`src/rtl/dgsp_pkg.sv`:
```
// ----------------------------------------------------------------------------
// dgsp_pkg: shared types and constants for the dense-graph shortest path block
// Transaction payloads, command codes and the request/result of the shared
// compare/add unit.
// ----------------------------------------------------------------------------
package dgsp_pkg;

  localparam int NODES_DEF = 64;   // default node count
  localparam int NODE_W    = 6;    // node index field width on the ports
  localparam int WEIGHT_W  = 8;    // edge weight width
  localparam int DIST_W    = 16;   // path distance width
  localparam int MAX_RPT   = 64;   // at most this many nodes are reported

  localparam logic [DIST_W-1:0] INF_DIST = '1;

  // command codes
  localparam logic CMD_LOAD = 1'b0;
  localparam logic CMD_RUN  = 1'b1;

  // shared unit modes
  localparam logic ALU_SELECT = 1'b0;
  localparam logic ALU_RELAX  = 1'b1;

  typedef struct packed {
    logic                command;
    logic [NODE_W-1:0]   from_node;
    logic [NODE_W-1:0]   to_node;
    logic [WEIGHT_W-1:0] weight;
    logic [NODE_W-1:0]   source;
  } in_item_t;

  typedef struct packed {
    logic [NODE_W-1:0] node;
    logic [DIST_W-1:0] distance;
    logic              reachable;
    logic [NODE_W-1:0] parent;
    logic              has_parent;
    logic              last;
  } out_item_t;

  typedef struct packed {
    logic                mode;
    logic                settled;
    logic [DIST_W-1:0]   cur_dist;
    logic [DIST_W-1:0]   best;
    logic                best_vld;
    logic [DIST_W-1:0]   du;
    logic [WEIGHT_W-1:0] weight;
  } alu_req_t;

  typedef struct packed {
    logic              take;
    logic              upd;
    logic [DIST_W-1:0] cand;
  } alu_res_t;

endpackage

```
`src/rtl/dgsp_report.sv`:
```
// ----------------------------------------------------------------------------
// dgsp_report: result formatting and output register
// Turn one node's stored state into a result transaction and hold it until
// the receiver takes it.
// ----------------------------------------------------------------------------
module dgsp_report #(
  parameter int NODES = dgsp_pkg::NODES_DEF,
  parameter int IDX_W = $clog2(NODES),
  parameter int PRED_W = IDX_W + 1
) (
  input  logic                     clk,
  input  logic                     rst_n,
  input  logic                     load,
  input  logic [IDX_W-1:0]         k,
  input  logic [dgsp_pkg::DIST_W-1:0] node_dist,
  input  logic [PRED_W-1:0]        pred,
  input  logic                     last,
  output logic                     free,
  output logic                     out_valid,
  input  logic                     out_ready,
  output dgsp_pkg::out_item_t      out_item
);
  import dgsp_pkg::*;

  logic      valid_r;
  out_item_t item_r;
  out_item_t item_nxt;
  logic      reach;
  logic      hp;

  assign reach = node_dist != INF_DIST;
  assign hp    = reach && (pred < PRED_W'(NODES));

  always_comb begin
    item_nxt.node       = NODE_W'(k);
    item_nxt.distance   = reach ? node_dist : '0;
    item_nxt.reachable  = reach;
    item_nxt.parent     = hp ? NODE_W'(pred) : '0;
    item_nxt.has_parent = hp;
    item_nxt.last       = last;
  end

  always_ff @(posedge clk) begin
    if (!rst_n) begin
      valid_r <= 1'b0;
    end else if (load) begin
      valid_r <= 1'b1;
    end else if (out_ready) begin
      valid_r <= 1'b0;
    end
  end

  always_ff @(posedge clk) begin
    if (load) begin
      item_r <= item_nxt;
    end
  end

  assign free      = !valid_r || out_ready;
  assign out_valid = valid_r;
  assign out_item  = item_r;

endmodule

```
`config.mk`:
```
export PLATFORM = sky130hd
export DESIGN_NAME = dgsp_report
export DESIGN_NICKNAME = d
export VERILOG_FILES = /design/src/rtl/dgsp_pkg.sv /design/src/rtl/dgsp_report.sv
export SDC_FILE = /design/constraint.sdc
export NUM_CORES = 1
export LEC_CHECK = 0
export BUFFER_PORTS_ARGS = -buffer_cell sky130_fd_sc_hd__buf_2
export CORE_UTILIZATION = 45
export CTS_BUF_LIST = sky130_fd_sc_hd__clkbuf_16
export DETAILED_ROUTE_END_ITERATION = 12
export GPL_TIMING_DRIVEN = 0
export PLACE_DENSITY = 0.76
export SYNTH_ARGS = -nofsm -noshare
export SYNTH_HDL_FRONTEND = slang
export SYNTH_SLANG_ARGS = --single-unit
```
`constraint.sdc`:
```
create_clock -name clk -period 2.05 [get_ports clk]
set_input_delay 0.1025 -clock clk [delete_from_list [all_inputs] [get_ports clk]]
set_output_delay 0.1025 -clock clk [all_outputs]
set_load 0.1 [all_outputs]
```
* Word-level counts from Yosys, hierarchy flattened
Cells that the tools add are included.
** Operators by class
- Add/subtract/negate cells :: 0
- Multipliers :: 0
- Div/mod/pow operators :: 0
- Order comparisons :: 1
- Equal/unequal tests :: 1
- Shift-type cells :: 0
- Muxes and demuxes :: 2
- Bitwise logic cells :: 0
- Reductions and logical operators :: 4
** Operators with widths (count)
- inequality test 16 bit (second input constant) :: 1
- less-than comparator 7 bit (second input constant) :: 1
- two-way mux 1 bit :: 2
- nonzero test 2 bit :: 1
- logical AND 1 bit :: 1
- logical NOT 1 bit :: 1
- logical OR 1 bit :: 1
** Storage, ports and cells
- Bits in registers :: 32
- Bits in latches :: 0
- Bits in writable memories :: 0
- Memory bits (read-only) :: 0
- Input port bits :: 34
- Memories kept :: 0

* Logic depth before layout (Yosys ltp)
Gate-level depths: netlist of the first run.
- Depth in word-level cells :: 2
- Mapped depth :: 4
- Gate-level depth less buffers :: 2

* Worst setup path before layout of the first run
OpenSTA, ideal clock, no wires.
- Kind :: register -> register
- Start :: register, netlist name out_valid
- End :: register valid_r (netlist: out_valid)
- Setup time :: 91 ps
- Arrival :: 2096 ps
- Required time :: 1959 ps
- Setup slack :: -137 ps
- Stages on the path, launching flop included :: 3
- Clock period less this slack :: 2187 ps
- Cells stage by stage :: dfxtp_1 nand2b_1 a21boi_0
** RTL lines
- end signal: assignment :: line dgsp_report.sv:45 : valid_r <= 1'b0;
- end signal: assignment :: line dgsp_report.sv:47 : valid_r <= 1'b1;
- end signal: assignment :: line dgsp_report.sv:49 : valid_r <= 1'b0;
- end: declaration :: line dgsp_report.sv:25 : logic valid_r;

* Worst setup path after layout of the first run
- Start :: register valid_r (netlist: out_valid)
- End :: output port free
** On the way
- Word-level cells in the longest chain between the ends :: 2
** Ends and longest elaborated chain
- logical NOT 1 bit :: line dgsp_report.sv:59 : assign free = !valid_r || out_ready;
- logical OR 1 bit :: line dgsp_report.sv:59
- end: declaration :: line dgsp_report.sv:18 : output logic free,
No other way between the ends.

==> results of run 1 <==
[Yosys cell counts, types with 2 or more instances]
| library cell | n |
|---|---|
| a41oi_1 | 4 |
| buf_12 | 2 |
| a41oi_2 | 19 |
| nand2b_1 | 7 |
| edfxtp_1 | 31 |
| buf_6 | 8 |
| inv_1 | 17 |
| and4_4 | 3 |
[per-stage QoR]
step	hold slack [ps]	area, um^2
after global routing	2.33	2170
after global placement	281	1990
final	6.48	2170
after detailed placement	281	1990
after CTS	0.980	2160
after floorplan	201	1600
[report_power, final]
part           total [mW]  switching (mW)  internal [mW]
registers           0.786          0.0116          0.775
logic               0.544           0.450         0.0934
clock network       0.813           0.248          0.565
total                2.14           0.710           1.43
[area by class of cell]
cell class	count	area, um^2	share of cell area, %
Inverter	17	63.8	2.95
Multi-Input combinational cell	36	447	20.6
Timing Repair Buffer	67	340	15.7
Buffer	12	143	6.59
Clock inverter	3	38.8	1.79
Sequential cell	32	951	43.9
Tap cell	46	57.6	2.66
Clock buffer	5	125	5.78
[per-layer routing]
metal	routed length, um	track usage, %
met3	143	5.04
met5	0	0
met1	1220	19.4
met2	1680	30.7
met4	43	10.2
[sequential cells by signal, indices dropped and copies added (netlist names)]
signal	count
out_valid	1
out_item	31
[worst max path at each step]
stage,from,to,slack (ps)
2_1_floorplan,out_valid,out_valid,180
3_3_place_gp,node_dist[2],out_item[19],950
3_5_place_dp,node_dist[2],out_item[2],910
4_1_cts,out_valid,free,870
5_1_grt,out_valid,free,830
6_report,out_valid,free,880
[kinds of logic after synthesis]
group | after synthesis
buf+inv | 29
flops | 32
compound gates | 24
simple gates | 12
[critical path, stage by stage (launching register included)]
cell	delay [ps]
dfxtp_1	320
nand2b_2	70
buf_2	420
[layout by cell type (no fill, tap or decap), types with 2 or more instances in the layout]
| cell | synthesis | routed |
|---|---|---|
| a41oi_1 | 4 | 4 |
| a41oi_2 | 19 | 19 |
| and4_4 | 3 | 3 |
| buf_12 | 2 | 2 |
| buf_2 | 1 | 67 |
| buf_6 | 8 | 8 |
| clkbuf_16 | 0 | 5 |
| edfxtp_1 | 31 | 31 |
| inv_1 | 17 | 18 |
| nand2b_1 | 7 | 6 |
[what timing repair did]
action	4_1_cts	5_1_grt
hold buffers	0	1
buffers inserted	0	0
setup endpoints to repair	0	0
hold endpoints to repair	0	1
==> results.cfg, run 1 <==
[sta]
post-route-period-util_pct = 57.1
slew_headroom_pct = 52.9
rsz0062_at_grt = false
fin_skew_ps = 0
clock.fmax_mhz = 854
setup-tns-final_ps = 0
setup_slack_ps = 879
drv_slew = 0
setup_viol = 0
tightestPinTransition_ps = 707
finalCriticalPeriod_ps = 1170
hold_viol = 0

[detailed_routing]
initialDrtViolationCount = 27
wire_per_inst_um = 14.2
antenna_left = 0
drc = 0
routed-via-count = 1086
first_pass_iters = 4
wl_um = 3090
via_per_inst = 4.98

[cts]
cts_max_level = 2
cts_resized = 0
cts_root_buf = clkbuf_16
ctsLongestPathBuffers = 2
cts.sink_count = 32
cts_tree = done
cts.clk_slew.worst_paths_ps = 50
cts_buffers = 5
clk_latency_ps = 270

[logic_synthesis]
synth_warnings = 0
synth_compound_area_share_pct = 22.0
seq_area_frac_synth_pct = 59.4
muxShareOfSynthArea_pct = 0
synth.top_cell.area_share_pct = 58.1
synth.area.top_cells = edfxtp_1 (58%), a41oi_2 (19%), buf_6 (5.6%), inv_1 (4.0%), nand2b_1 (2.7%)
ys_types = 14
synthAdderAreaFrac_pct = 0
async_reset_ff_share_pct = 0
syn_area_um2 = 1600
ys_seq_elements = 32
synth_edf_count = 31
synth_top_family_by_area = compound AO/OA/AOI/OAI gates
synthCells = 97
syn_nets = 131
syn_area_per_cell_um2 = 16.5
synth_top_area_cell = edfxtp_1
synthXorXnorAreaFrac_pct = 0
synthFlopType = edfxtp_1
synthSimpleGateAreaFrac_pct = 5.78

[final_layout]
post_layout_nonfiller_instances = 218
antenna_cells = 0
area_growth_pct = 35.2
nFillCells = 278
fin_util_pct = 64.4
nNetsFinal = 205
drive_gt1_share_pct = 62.8

[global_routing]
antenna_found_initial = 0
grt_max_degree = 33
overflow = 0
grt_pass1_vias = 1039
grt_pass1_wl_um = 4640
grt_usage_pct = 17.8

[placement]
hpwlAfterDp_um = 2240
gp_congestion = 0.764
post-place-ws_ps = 914
dp.cells = 209
port_buffers = 66

[power_and_ir_drop]
p_leak_nw = 0.902
power_density_nw_per_um2 = 989
vdd.ir_drop.worst_mv = 0.560
finalPower_mw = 2.14

[worst_setup_path]
path_class = reg2out
worstPathRequired_ps = 1950
regToRegSetupSlack_ps = 1380
reg2reg_to = out_valid
regToRegStartpoint = out_valid
crit_fanout = 2
start_kind = register
reg2reg_depth = 2
end_kind = output pin
cp.arrival_ps = 1070

[floorplanning]
core_um2 = 3360
rows = 21
ios = 67
die_w_um = 61.7
start_util_pct = 47.6
die_area_um2 = 3800
fp.dieH_um = 61.7

[flow_run]
maxCapViolations = 0

[status]
status = finished, final reports clean

[min_path]
hp-class = in2reg
worstHoldPathCells = 1
hold-path-endpoint = out_item[30]
worstHoldStart = k[5]
Note: power is estimated with default switching activity, not from simulation.
==> run 2: changes to the inputs <==
--- a/config.mk
+++ b/config.mk
@@ -6,7 +6,7 @@
 export NUM_CORES = 1
 export LEC_CHECK = 0
 export BUFFER_PORTS_ARGS = -buffer_cell sky130_fd_sc_hd__buf_2
-export CORE_UTILIZATION = 45
+export CORE_UTILIZATION = 43
 export CTS_BUF_LIST = sky130_fd_sc_hd__clkbuf_16
 export DETAILED_ROUTE_END_ITERATION = 12
 export GPL_TIMING_DRIVEN = 0
==> constraint.sdc (replaced) <==
create_clock -name clk -period 1.04 [get_ports clk]
set_input_delay 0.052 -clock clk [delete_from_list [all_inputs] [get_ports clk]]
set_output_delay 0.052 -clock clk [all_outputs]
set_load 0.1 [all_outputs]
==> run 2 against run 1 <==
  * Cell count rose by 2.8%
  * First-iteration DRC count grew 37%
  * Register-to-register slack lost 920 ps
  * Die area is 4.5% higher
  * Sequential power up 98%
  * Non-clock buffer count increased by 6
  * Clock skew unchanged
  * Critical path depth is the same
  * Sequential cell count unchanged
  * Global-route usage grew 1.7 points
  * Cell area increased by 5.7%
  * Critical path type unchanged
  * Critical endpoint unchanged
  * Highest routed layer unchanged
==> results.cfg, run 2 (same netlist as run 1, synthesis figures left out) <==
[flow_run]
maxCapViolations = 0

[detailed_routing]
antenna_left = 0
initialDrtViolationCount = 37
drc = 0
wl_um = 3550
routed-via-count = 1151
first_pass_iters = 4
via_per_inst = 5.14
wire_per_inst_um = 15.9

[sta]
setup_viol = 0
clock.fmax_mhz = 994
slew_headroom_pct = 50.8
fin_skew_ps = 0
drv_slew = 0
post-route-period-util_pct = 96.8
rsz0062_at_grt = false
setup-tns-final_ps = 0
hold_viol = 0
tightestPinTransition_ps = 738
finalCriticalPeriod_ps = 1010

[cts]
cts.clk_slew.worst_paths_ps = 50
cts.sink_count = 32
clk_latency_ps = 270
cts_max_level = 2
post_cts_buffers = 0
cts_buffers = 5
ctsLongestPathBuffers = 2
cts_root_buf = clkbuf_16
cts_tree = done

[power_and_ir_drop]
vdd.ir_drop.worst_mv = 0.903
finalPower_mw = 4.05
p_leak_nw = 0.951
power_density_nw_per_um2 = 1770

[min_path]
hp-class = in2reg
worstHoldPathCells = 2

[worst_setup_path]
setup.worst_path.start = out_valid
cp.arrival_ps = 950
path_class = reg2out
endpoint = free
regToRegSetupSlack_ps = 460
reg2reg_to = out_valid
end_kind = output pin
worstPathRequired_ps = 990
crit_fanout = 2
reg2reg_depth = 2
regToRegStartpoint = out_valid
start_kind = register

[final_layout]
layout_common_cells = buf_2 (34), buf_4 (34), edfxtp_1 (31)
antenna_cells = 0
largest_reg_flops = 31
post_layout_nonfiller_instances = 224
fin_util_pct = 66.5
area_growth_pct = 43.0
nFillCells = 245
multi_input_area_um2 = 452
regArea_um2 = 955
nNetsFinal = 211
drive_gt1_share_pct = 60.1

[placement]
gp_congestion = 0.786
port_buffers = 66
hpwlAfterDp_um = 2390
dp.cells = 209

[global_routing]
grt_pass1_wl_um = 5680
grt_max_degree = 33
overflow = 0
grt_usage_pct = 19.5
grt_pass1_vias = 1200
antenna_found_initial = 0

[floorplanning]
die_w_um = 63.0
core_um2 = 3440
rows = 21
start_util_pct = 46.5
die_area_um2 = 3970
ios = 67
fp.dieH_um = 63.0

[status]
status = finished, final reports clean
[run 2: cell type report]
| type | count | area share [%] |
|---|---|---|
| well taps | 46 | 2.51 |
| inverters | 17 | 2.79 |
| flip-flops and latches | 32 | 41.7 |
| clock inverters | 3 | 0.492 |
| clock buffers | 5 | 5.46 |
| multi-input cells | 36 | 19.7 |
| plain buffers | 12 | 6.23 |
| repair buffers | 73 | 21.1 |
[run 2: how the worst min path moves through the flow]
stage,start,end,slack [ps]
floorplan,last,out_item[0],150
global placement,k[5],out_item[30],230
detailed placement,last,out_item[0],230
CTS,rst_n,out_valid,20
global route,rst_n,out_valid,40
finish,rst_n,out_valid,20
[run 2: worst max-delay path: stages (launching register included)]
cell,delay [ps]
dfxtp_4,340
nand2b_4,60
buf_4,280
[run 2: through the flow]
step	worst slack, ps	hold slack [ps]	instance area, um^2
2_1_floorplan	11.6	151	1610
4_1_cts	24.9	20.8	2290
6_report	33.6	23.7	2290
5_1_grt	7.25	40.1	2290
3_5_place_dp	-62.5	231	2000
3_3_place_gp	-9.05	232	2000
[run 2: metal layers]
metal | global-route usage, % | up-vias | part of all wire (%)
met5 | 0 | - | 0
met4 | 10.5 | 0 | 1.1
met3 | 4.74 | 4 | 6.4
met2 | 34.8 | 45 | 55
met1 | 20.9 | 566 | 38
li1 | - | 536 | -
[run 2: report_power, final]
part           switching, mW  internal (mW)
Sequential            0.0316           1.53
Clock                  0.476          0.857
Combinational          0.897          0.258
Total                   1.40           2.64
[run 2: timing repair]
action,CTS,global route
hold buffers,7,0
resized for setup,33,0
endpoints found under the hold margin,7,0
endpoints found under the setup margin,33,0
